$ cat config.mk
export PLATFORM = sky130hd
export DESIGN_NAME = bitmap_range_allocator_core
export DESIGN_NICKNAME = d
export VERILOG_FILES = /design/src/rtl/bra_pkg.sv /design/src/rtl/bra_datapath.sv /design/src/rtl/bra_controller.sv /design/src/rtl/bitmap_range_allocator_core.sv
export VERILOG_INCLUDE_DIRS = /design/src /design/src/rtl
export SDC_FILE = /design/constraint.sdc
export NUM_CORES = 2
export LEC_CHECK = 0
export ABC_AREA = 1
export BUFFER_PORTS_ARGS = -buffer_cell sky130_fd_sc_hd__buf_2
export CAP_MARGIN = 20
export CORE_MARGIN = 1.5
export CORE_UTILIZATION = 33
export CTS_CLUSTER_DIAMETER = 80
export DETAILED_ROUTE_END_ITERATION = 16
export PLACE_DENSITY = 0.53
export SYNTH_ARGS = -nofsm -noshare
export SYNTH_HDL_FRONTEND = slang
export SYNTH_SLANG_ARGS = --single-unit
$ cat constraint.sdc
create_clock -name clk -period 15.9 [get_ports clk]
set_input_delay 3.18 -clock clk [delete_from_list [all_inputs] [get_ports clk]]
set_output_delay 3.18 -clock clk [all_outputs]
set_load 0.02 [all_outputs]
$ cat src/rtl/bitmap_range_allocator_core_macros.svh
// Assertion helpers used by the allocator controller.
`ifndef BITMAP_RANGE_ALLOCATOR_CORE_MACROS_SVH
`define BITMAP_RANGE_ALLOCATOR_CORE_MACROS_SVH

// cond must hold at every clock edge outside reset
`define BRA_ASSERT_ALWAYS(label, cond, msg) \
    label: assert property (@(posedge clk) disable iff (!rst_n) (cond)) else $error(msg);

// when ante holds, cons must hold in the next cycle
`define BRA_ASSERT_NEXT(label, ante, cons, msg) \
    label: assert property (@(posedge clk) disable iff (!rst_n) (ante) |=> (cons)) \
        else $error(msg);

`endif

$ cat src/rtl/bra_pkg.sv
package bra_pkg;

    localparam logic [2:0] REQ_MARK_USED = 3'd0;
    localparam logic [2:0] REQ_MARK_FREE = 3'd1;
    localparam logic [2:0] REQ_TEST      = 3'd2;
    localparam logic [2:0] REQ_FIRST     = 3'd3;
    localparam logic [2:0] REQ_RUN       = 3'd4;

    localparam logic [1:0] ST_OK       = 2'd0;
    localparam logic [1:0] ST_RANGE    = 2'd1;
    localparam logic [1:0] ST_CONFLICT = 2'd2;

    localparam logic [12:0] BITS_IN_USE_RESET = 13'd4096;

    typedef enum logic [11:0] {
        S_CLEAR    = 12'b0000_0000_0001,
        S_IDLE     = 12'b0000_0000_0010,
        S_DISPATCH = 12'b0000_0000_0100,
        S_TST_RD   = 12'b0000_0000_1000,
        S_CHK_RD   = 12'b0000_0001_0000,
        S_CHK_EV   = 12'b0000_0010_0000,
        S_WR_RD    = 12'b0000_0100_0000,
        S_WR_EV    = 12'b0000_1000_0000,
        S_SRCH_RD  = 12'b0001_0000_0000,
        S_SRCH_LD  = 12'b0010_0000_0000,
        S_SCAN     = 12'b0100_0000_0000,
        S_DONE     = 12'b1000_0000_0000
    } state_t;

    typedef enum logic [1:0] {
        MODE_NONE   = 2'd0,
        MODE_TEST   = 2'd1,
        MODE_SEARCH = 2'd2
    } res_mode_t;

    typedef struct packed {
        logic      load_req;
        logic      rd_en;
        logic      wr_en;
        logic      wr_clear;
        logic      addr_zero;
        logic      addr_lo;
        logic      addr_inc;
        logic      shift_load;
        logic      scan_step;
        logic      set_found;
        logic      res_load;
        logic [1:0] res_status;
        res_mode_t res_mode;
    } cmd_t;

    typedef struct packed {
        logic [2:0] req_type;
        logic       range_bad;
        logic       len_zero;
        logic       test_in;
        logic       too_long;
        logic       last_word;
        logic       clear_last;
        logic       conflict;
        logic       scan_hit;
        logic       scan_end;
        logic       word_end;
    } sts_t;

endpackage

$ cat src/rtl/bra_datapath.sv
module bra_datapath #(
    parameter int MAP_BITS = 4096
) (
    input  logic            clk,
    input  logic            rst_n,
    input  bra_pkg::cmd_t   cmd,
    output bra_pkg::sts_t   sts,
    input  logic [12:0]     bits_in_use,
    input  logic [2:0]      req_type,
    input  logic [11:0]     start_index,
    input  logic [12:0]     run_length,
    output logic [1:0]      status,
    output logic            found,
    output logic [11:0]     found_index,
    output logic            bit_value
);

    localparam int WORDS = (MAP_BITS + 63) / 64;
    localparam int AW    = (WORDS > 1) ? $clog2(WORDS) : 1;
    localparam int SW0   = $clog2(MAP_BITS + 1) + 1;
    localparam int SW    = (SW0 > AW + 7) ? SW0 : AW + 7;

    logic [63:0]    mem [WORDS];
    logic [63:0]    rdata_reg;
    logic [AW-1:0]  waddr_reg;
    logic [2:0]     req_reg;
    logic [11:0]    start_reg;
    logic [12:0]    len_reg;
    logic [63:0]    shift_reg;
    logic [SW-1:0]  pos_reg;
    logic [12:0]    run_reg;
    logic           found_int_reg;
    logic [11:0]    fidx_int_reg;
    logic [1:0]     status_reg;
    logic           found_reg;
    logic [11:0]    fidx_reg;
    logic           bit_reg;

    logic [SW-1:0]  size;
    logic [SW-1:0]  biu_ext;
    logic [SW-1:0]  start_ext;
    logic [SW-1:0]  len_ext;
    logic [SW-1:0]  end_sum;
    logic [SW-1:0]  hi;
    logic [AW-1:0]  lo_w;
    logic [AW-1:0]  hi_w;
    logic [5:0]     lo_off;
    logic [5:0]     hi_off;
    logic [63:0]    mask;
    logic           target;
    logic [63:0]    wdata;
    logic [12:0]    srch_len;
    logic [12:0]    run_v;
    logic           hit_v;
    logic           stop_v;
    logic [SW-1:0]  fidx_v;

    assign biu_ext   = SW'(bits_in_use);
    assign size      = (biu_ext < SW'(MAP_BITS)) ? biu_ext : SW'(MAP_BITS);
    assign start_ext = SW'(start_reg);
    assign len_ext   = SW'(len_reg);
    assign end_sum   = start_ext + len_ext;
    assign hi        = end_sum - SW'(1);
    assign lo_w      = start_ext[AW+5:6];
    assign hi_w      = hi[AW+5:6];
    assign lo_off    = (waddr_reg == lo_w) ? start_reg[5:0] : 6'd0;
    assign hi_off    = (waddr_reg == hi_w) ? hi[5:0] : 6'd63;
    assign mask      = ({64{1'b1}} << lo_off) & ({64{1'b1}} >> (6'd63 - hi_off));
    assign target    = (req_reg == bra_pkg::REQ_MARK_USED);
    assign wdata     = target ? (rdata_reg | mask) : (rdata_reg & ~mask);
    assign srch_len  = (req_reg == bra_pkg::REQ_FIRST) ? 13'd1 : len_reg;

    // eight bits of the run scan per cycle in the scan state, paused while the next word is read and loaded
    always_comb
    begin
        logic [SW-1:0] idx;
        run_v  = run_reg;
        hit_v  = 1'b0;
        stop_v = 1'b0;
        fidx_v = '0;
        for (int j = 0; j < 8; j++)
        begin
            idx = pos_reg + SW'(j);
            if (!hit_v && !stop_v)
            begin
                if (idx >= size)
                    stop_v = 1'b1;
                else if (shift_reg[j])
                    run_v = '0;
                else
                begin
                    run_v = run_v + 13'd1;
                    if (run_v == srch_len)
                    begin
                        hit_v  = 1'b1;
                        fidx_v = idx + SW'(1) - SW'(srch_len);
                    end
                end
            end
        end
    end

    always_comb
    begin
        sts.req_type   = req_reg;
        sts.range_bad  = end_sum > size;
        sts.len_zero   = (len_reg == 13'd0);
        sts.test_in    = start_ext < size;
        sts.too_long   = len_ext > size;
        sts.last_word  = (waddr_reg == hi_w);
        sts.clear_last = (waddr_reg == AW'(WORDS - 1));
        sts.conflict   = target ? (|(rdata_reg & mask)) : (|(~rdata_reg & mask));
        sts.scan_hit   = hit_v;
        sts.scan_end   = stop_v;
        sts.word_end   = (pos_reg[5:3] == 3'd7);
    end

    always_ff @(posedge clk or negedge rst_n)
    begin
        if (!rst_n)
            waddr_reg <= '0;
        else
        begin
            priority if (cmd.addr_zero)
                waddr_reg <= '0;
            else if (cmd.addr_lo)
                waddr_reg <= lo_w;
            else if (cmd.addr_inc)
                waddr_reg <= waddr_reg + AW'(1);
        end
    end

    always_ff @(posedge clk)
    begin
        if (cmd.wr_en)
            mem[waddr_reg] <= cmd.wr_clear ? 64'd0 : wdata;
        if (cmd.rd_en)
            rdata_reg <= mem[waddr_reg];
    end

    always_ff @(posedge clk)
    begin
        if (cmd.load_req)
        begin
            req_reg       <= req_type;
            start_reg     <= start_index;
            len_reg       <= run_length;
            pos_reg       <= '0;
            run_reg       <= '0;
            found_int_reg <= 1'b0;
            fidx_int_reg  <= '0;
        end
        if (cmd.set_found)
            found_int_reg <= 1'b1;
        if (cmd.shift_load)
            shift_reg <= rdata_reg;
        if (cmd.scan_step)
        begin
            shift_reg <= shift_reg >> 8;
            pos_reg   <= pos_reg + SW'(8);
            run_reg   <= run_v;
            if (hit_v)
            begin
                found_int_reg <= 1'b1;
                fidx_int_reg  <= fidx_v[11:0];
            end
        end
        if (cmd.res_load)
        begin
            status_reg <= cmd.res_status;
            unique case (cmd.res_mode)
                bra_pkg::MODE_TEST:
                begin
                    found_reg <= 1'b0;
                    fidx_reg  <= '0;
                    bit_reg   <= rdata_reg[start_reg[5:0]];
                end
                bra_pkg::MODE_SEARCH:
                begin
                    found_reg <= found_int_reg;
                    fidx_reg  <= fidx_int_reg;
                    bit_reg   <= 1'b0;
                end
                default:
                begin
                    found_reg <= 1'b0;
                    fidx_reg  <= '0;
                    bit_reg   <= 1'b0;
                end
            endcase
        end
    end

    assign status      = status_reg;
    assign found       = found_reg;
    assign found_index = fidx_reg;
    assign bit_value   = bit_reg;

endmodule

$ cat src/rtl/bra_controller.sv
`include "bitmap_range_allocator_core_macros.svh"

module bra_controller (
    input  logic            clk,
    input  logic            rst_n,
    input  bra_pkg::sts_t   sts,
    output bra_pkg::cmd_t   cmd,
    input  logic            in_valid,
    output logic            in_ready,
    output logic            out_valid,
    input  logic            out_ready
);

    bra_pkg::state_t    state_reg, state_next;
    logic               out_valid_reg, out_valid_next;
    logic [1:0]         res_status_reg, res_status_next;
    bra_pkg::res_mode_t res_mode_reg, res_mode_next;

    assign in_ready  = (state_reg == bra_pkg::S_IDLE);
    assign out_valid = out_valid_reg;

    always_comb
    begin
        state_next      = state_reg;
        res_status_next = res_status_reg;
        res_mode_next   = res_mode_reg;
        cmd             = '0;
        cmd.res_status  = res_status_reg;
        cmd.res_mode    = res_mode_reg;
        unique case (state_reg)
            bra_pkg::S_CLEAR:
            begin
                cmd.wr_en    = 1'b1;
                cmd.wr_clear = 1'b1;
                if (sts.clear_last)
                begin
                    cmd.addr_zero = 1'b1;
                    state_next    = bra_pkg::S_IDLE;
                end
                else
                    cmd.addr_inc = 1'b1;
            end
            bra_pkg::S_IDLE:
            begin
                if (in_valid)
                begin
                    cmd.load_req = 1'b1;
                    state_next   = bra_pkg::S_DISPATCH;
                end
            end
            bra_pkg::S_DISPATCH:
            begin
                res_status_next = bra_pkg::ST_OK;
                res_mode_next   = bra_pkg::MODE_NONE;
                state_next      = bra_pkg::S_DONE;
                unique case (sts.req_type)
                    bra_pkg::REQ_MARK_USED, bra_pkg::REQ_MARK_FREE:
                    begin
                        if (sts.range_bad)
                            res_status_next = bra_pkg::ST_RANGE;
                        else if (!sts.len_zero)
                        begin
                            cmd.addr_lo = 1'b1;
                            state_next  = bra_pkg::S_CHK_RD;
                        end
                    end
                    bra_pkg::REQ_TEST:
                    begin
                        if (sts.test_in)
                        begin
                            cmd.addr_lo   = 1'b1;
                            res_mode_next = bra_pkg::MODE_TEST;
                            state_next    = bra_pkg::S_TST_RD;
                        end
                    end
                    bra_pkg::REQ_FIRST:
                    begin
                        cmd.addr_zero = 1'b1;
                        res_mode_next = bra_pkg::MODE_SEARCH;
                        state_next    = bra_pkg::S_SRCH_RD;
                    end
                    bra_pkg::REQ_RUN:
                    begin
                        if (sts.len_zero)
                        begin
                            cmd.set_found = 1'b1;
                            res_mode_next = bra_pkg::MODE_SEARCH;
                        end
                        else if (!sts.too_long)
                        begin
                            cmd.addr_zero = 1'b1;
                            res_mode_next = bra_pkg::MODE_SEARCH;
                            state_next    = bra_pkg::S_SRCH_RD;
                        end
                    end
                    default:
                    begin
                        state_next = bra_pkg::S_DONE;
                    end
                endcase
            end
            bra_pkg::S_TST_RD:
            begin
                cmd.rd_en  = 1'b1;
                state_next = bra_pkg::S_DONE;
            end
            bra_pkg::S_CHK_RD:
            begin
                cmd.rd_en  = 1'b1;
                state_next = bra_pkg::S_CHK_EV;
            end
            bra_pkg::S_CHK_EV:
            begin
                if (sts.conflict)
                begin
                    res_status_next = bra_pkg::ST_CONFLICT;
                    state_next      = bra_pkg::S_DONE;
                end
                else if (sts.last_word)
                begin
                    cmd.addr_lo = 1'b1;
                    state_next  = bra_pkg::S_WR_RD;
                end
                else
                begin
                    cmd.addr_inc = 1'b1;
                    state_next   = bra_pkg::S_CHK_RD;
                end
            end
            bra_pkg::S_WR_RD:
            begin
                cmd.rd_en  = 1'b1;
                state_next = bra_pkg::S_WR_EV;
            end
            bra_pkg::S_WR_EV:
            begin
                cmd.wr_en = 1'b1;
                if (sts.last_word)
                    state_next = bra_pkg::S_DONE;
                else
                begin
                    cmd.addr_inc = 1'b1;
                    state_next   = bra_pkg::S_WR_RD;
                end
            end
            bra_pkg::S_SRCH_RD:
            begin
                cmd.rd_en  = 1'b1;
                state_next = bra_pkg::S_SRCH_LD;
            end
            bra_pkg::S_SRCH_LD:
            begin
                cmd.shift_load = 1'b1;
                state_next     = bra_pkg::S_SCAN;
            end
            bra_pkg::S_SCAN:
            begin
                cmd.scan_step = 1'b1;
                if (sts.scan_hit || sts.scan_end)
                    state_next = bra_pkg::S_DONE;
                else if (sts.word_end)
                begin
                    cmd.addr_inc = 1'b1;
                    state_next   = bra_pkg::S_SRCH_RD;
                end
            end
            bra_pkg::S_DONE:
            begin
                // hold the result until the output register is free
                if (!out_valid_reg || out_ready)
                begin
                    cmd.res_load = 1'b1;
                    state_next   = bra_pkg::S_IDLE;
                end
            end
            default:
            begin
                state_next = bra_pkg::S_IDLE;
            end
        endcase
    end

    always_comb
    begin
        out_valid_next = out_valid_reg;
        if (cmd.res_load)
            out_valid_next = 1'b1;
        else if (out_ready)
            out_valid_next = 1'b0;
    end

    always_ff @(posedge clk or negedge rst_n)
    begin
        if (!rst_n)
        begin
            state_reg      <= bra_pkg::S_CLEAR;
            out_valid_reg  <= 1'b0;
            res_status_reg <= bra_pkg::ST_OK;
            res_mode_reg   <= bra_pkg::MODE_NONE;
        end
        else
        begin
            state_reg      <= state_next;
            out_valid_reg  <= out_valid_next;
            res_status_reg <= res_status_next;
            res_mode_reg   <= res_mode_next;
        end
    end

    `BRA_ASSERT_NEXT(a_accept_dispatch, in_valid && in_ready, state_reg == bra_pkg::S_DISPATCH, "accepted word not dispatched")
    `BRA_ASSERT_NEXT(a_result_shown, cmd.res_load, out_valid_reg, "loaded result not presented")
    `BRA_ASSERT_ALWAYS(a_write_state, !cmd.wr_en || state_reg == bra_pkg::S_CLEAR || state_reg == bra_pkg::S_WR_EV, "bitmap written outside clear or update")
    `BRA_ASSERT_NEXT(a_done_holds, state_reg == bra_pkg::S_DONE && out_valid_reg && !out_ready, state_reg == bra_pkg::S_DONE, "result overwrote a pending word")

endmodule

$ cat src/rtl/bitmap_range_allocator_core.sv
// First-fit bitmap allocator with one request channel and one result channel.
// A request word (req_type, start_index, run_length) is taken on in_valid &&
// in_ready; exactly one result word (status, found, found_index, bit_value)
// follows on out_valid/out_ready. Requests are served one at a time.
// Steps per request, with one memory port for reads and writes:
//   test: one word read; out-of-range, empty or unknown requests: no bitmap access;
//   mark used/free: a check pass, then an update pass, over each word spanned;
//   first free / free run: per word scanned, read, load, then 8 bits/cycle.
// Reset clears bits_in_use to 4096 and starts a clearing pass that zeroes
// the bitmap; in_ready stays low until it ends.
// A new request is accepted while the previous result still waits; when the
// receiver stalls, the finished result waits in the controller until the
// output register frees up, and no further request is taken meanwhile.
// bits_in_use is written over APB at address 0; the user must do so only
// while the block is idle, as the block itself does no such check.
module bitmap_range_allocator_core #(
    parameter int MAP_BITS = 4096
) (
    input  logic        clk,
    input  logic        rst_n,
    input  logic        in_valid,
    output logic        in_ready,
    input  logic [2:0]  req_type,
    input  logic [11:0] start_index,
    input  logic [12:0] run_length,
    output logic        out_valid,
    input  logic        out_ready,
    output logic [1:0]  status,
    output logic        found,
    output logic [11:0] found_index,
    output logic        bit_value,
    input  logic        psel,
    input  logic        penable,
    input  logic        pwrite,
    input  logic [2:0]  paddr,
    input  logic [31:0] pwdata,
    output logic [31:0] prdata,
    output logic        pready
);

    logic [12:0]   bits_in_use_reg;
    bra_pkg::cmd_t cmd;
    bra_pkg::sts_t sts;

    assign pready = 1'b1;
    assign prdata = (paddr == 3'd0) ? 32'(bits_in_use_reg) : 32'd0;

    always_ff @(posedge clk or negedge rst_n)
    begin
        if (!rst_n)
            bits_in_use_reg <= bra_pkg::BITS_IN_USE_RESET;
        else if (psel && penable && pwrite && pready && paddr == 3'd0)
            bits_in_use_reg <= pwdata[12:0];
    end

    bra_controller u_ctrl (
        .clk       (clk),
        .rst_n     (rst_n),
        .sts       (sts),
        .cmd       (cmd),
        .in_valid  (in_valid),
        .in_ready  (in_ready),
        .out_valid (out_valid),
        .out_ready (out_ready)
    );

    bra_datapath #(
        .MAP_BITS (MAP_BITS)
    ) u_dp (
        .clk         (clk),
        .rst_n       (rst_n),
        .cmd         (cmd),
        .sts         (sts),
        .bits_in_use (bits_in_use_reg),
        .req_type    (req_type),
        .start_index (start_index),
        .run_length  (run_length),
        .status      (status),
        .found       (found),
        .found_index (found_index),
        .bit_value   (bit_value)
    );

endmodule
==> results.py <==
metrics = {
    "synthesis": {
        "synth.avg_cell_area_um2": 14.2,
        "yosysSeqAreaShare": 0.752,
        "ys_warn_count": 0,
        "synth_cell_types": 76,
        "synth-main-ff-cell": "edfxtp_1",
        "syn_area_um2": 173000,
        "synth-async-reset-ratio": 0.00829,
        "postSynthCellCount": 12200,
        "yosys.area.top_type_share": 0.745,
        "synth_edf_count": 4284,
        "synth_area_leaders": "edfxtp_1, nand2_1, a221oi_1",
        "synth_top_area_cell": "edfxtp_1",
        "ys_seq_elements": 4341,
    },
    "clocking": {
        "clock_sinks": 4341,
        "numCtsBuffers": 440,
        "cts_root_buf": "clkbuf_16",
        "clk_pin_slew_worst_paths_ns": 0.06,
        "cts_max_level": 5,
        "cts_hold_buf": 0,
        "clk_latency_ns": 1.04,
        "cts_tree": "built",
        "cts.path.max_buffers": 4,
        "cts_setup_buffers": 0,
        "ctsResizeCount": 0,
    },
    "placement": {
        "port_buffers": 81,
        "dp_hpwl_um": 348000,
        "gp_congestion": 0.958,
    },
    "floorplanning": {
        "core_um2": 521000,
        "die_height_um": 727,
        "num_io_pins": 121,
        "chipWidth_um": 727,
        "dieArea_um2": 528000,
        "rows": 265,
        "initial_core_util": 0.331,
    },
    "global_route": {
        "met2_usage": 0.366,
        "grt_pass1_wl_um": 857000,
        "grt_overflow_total": 0,
        "track_usage": 0.228,
        "busiest_layer": "met2",
        "gr-usage-met3": 0.0417,
        "gr-usage-met1": 0.315,
        "first_global_vias": 106000,
        "grt_max_degree": 113,
        "antenna_found_initial": 27,
    },
    "finish": {
        "final_cell_mix": "edfxtp_1, nand2_1, a22oi_1",
        "finalNetCount": 12600,
        "layout_commonest_cell": "edfxtp_1",
        "largest_reg_flops": 4096,
        "fin_util": 0.380,
        "drive_above_1_share": 0.111,
        "fillerInstances": 48900,
        "synthToLayoutAreaGrowth_pct": 14.5,
        "ff_latch_area_um2": 130000,
        "multi_input_area_um2": 39700,
    },
    "timing": {
        "fin_crit_sh": 0.824,
        "tns_ns": 0,
        "timing.fmax_ghz": 0.0764,
        "post-route-min-period_ns": 13.09,
        "clock_skew_ns": 0.0804,
        "hold_violations": 0,
        "worst_slew_pin_slew_ns": 1.25,
        "rsz0062_at_grt": "false",
        "slew_headroom": 0.160,
        "finalMaxSlewViolations": 0,
        "finalSetupViolations": 0,
    },
    "detailed_routing": {
        "vias": 113000,
        "drcViolationCount": 0,
        "detail_route.vias_per_cell": 5.72,
        "antenna_left": 0,
        "wl_per_cell_um": 31.7,
        "wirelength_um": 626000,
        "firstDrtPassIters": 6,
        "drt_iter0_drc": 14700,
    },
    "flow_run": {
        "maxCapViolCount": 0,
    },
    "critical_path": {
        "cp-end-kind": "flip-flop",
        "crit_type": "reg2reg",
        "required_ns": 16.81,
        "cp_slowest_stage_delay_ns": 0.58,
        "critical_path.max_fanout": 31,
        "cpMostUsedCell": "nand2_1",
        "cp.arrival_ns": 14.00,
        "startpoint_type": "flip-flop",
        "slowest_stage": "dfstp_2",
    },
    "min_path": {
        "hp-class": "reg2reg",
    },
    "outcome": {
        "status": "complete, no violations",
    },
    "power_and_ir_drop": {
        "ir_drop_v": 0.000174,
        "p_per_area_nw_per_um2": 172,
        "p_leak_nw": 65.7,
    },
}
[logic make-up (layout without fill, tap and decap cells)]
logic type      Yosys count  count (layout)  synth area share
mux                       3               3          0.000174
xor+xnor                121             121           0.00634
compound gates         2466            2466             0.106
flops                  4341            4341             0.752
simple gates           3968            3968             0.101
fa+ha+maj               108             108           0.00834
buf+inv                1153            1784            0.0261
other cells               2              33         0.0000435
[where the power goes]
group | total (mW) | internal (mW) | switching [mW]
clock | 10.1 | 5.63 | 4.48
combinational | 9.98 | 2.67 | 7.32
sequential | 13.9 | 13.7 | 0.119
[layer usage]
metal	up-vias	part of all wire
li1	47400	-
met1	58700	0.41
met2	5826	0.46
met3	1028	0.092
met4	8	0.034
met5	-	0.000088
[Yosys cell counts, types with 55 or more instances]
cell,instances
o21ai_0,334
a221oi_1,576
a22oi_1,644
edfxtp_1,4284
xor2_1,100
clkbuf_1,466
nand2_1,2441
nand4_1,498
buf_1,124
ha_1,96
nand3_1,378
inv_2,55
a22o_1,417
a21oi_1,250
inv_1,447
nor2_1,435
[stage by stage]
| stage | cell area, µm² | total power [mW] | hold WS, ns | setup slack (ns) | std cells |
|---|---|---|---|---|---|
| 6_report | 198000 | 33.9 | 0.463 | 2.81 | 19800 |
| 5_1_grt | 198000 | 35.2 | 0.494 | 1.45 | 19800 |
| 4_1_cts | 198000 | 33.9 | 0.452 | 2.68 | 19800 |
| 3_5_place_dp | 184000 | 23.9 | 0.463 | 2.76 | 19000 |
| 3_3_place_gp | 184000 | 23.9 | 0.461 | 2.59 | 18900 |
| 2_1_floorplan | 173000 | 20.0 | 0.425 | 6.81 | 12200 |
[worst max-delay path, delay by kind of cell (launching register included)]
| family | cells | cell delay, ns |
|---|---|---|
| AOI/OAI and AO/OA | 5 | 1.00 |
| xor gates and xnor gates | 1 | 0.22 |
| adders and majority gates | 5 | 1.63 |
| buffers and inverters | 2 | 0.24 |
| DFF | 1 | 0.58 |
| and+or+nand+nor | 57 | 9.21 |
[final timing paths]
kind / start / to / slack, ns / depth (start not counted)
worst max-delay path: bits_in_use_reg[12] / u_dp.fidx_int_reg[11] / 2.81 / 70
worst min-delay path: u_dp.shift_reg[18] / u_dp.shift_reg[10] / 0.46 / 2
worst max register to register: bits_in_use_reg[12] / u_dp.fidx_int_reg[11] / 2.81 / 70
worst min register to register: u_dp.shift_reg[18] / u_dp.shift_reg[10] / 0.46 / 2
max in group asynchronous: rst_n / bits_in_use_reg[2] / 13.04 / 1
min in group asynchronous: rst_n / bits_in_use_reg[5] / 2.27 / 1
[area by class of cell]
class / count / share of cell area
diodes: 13 / 0.000164
clock buffers: 554 / 0.0590
clock inverters: 242 / 0.0110
inverters: 523 / 0.0100
multi-input cells: 6686 / 0.201
flip-flops and latches: 4341 / 0.657
well taps: 6942 / 0.0439
repair buffers: 465 / 0.0186
Power figures use the tool's default switching activity.
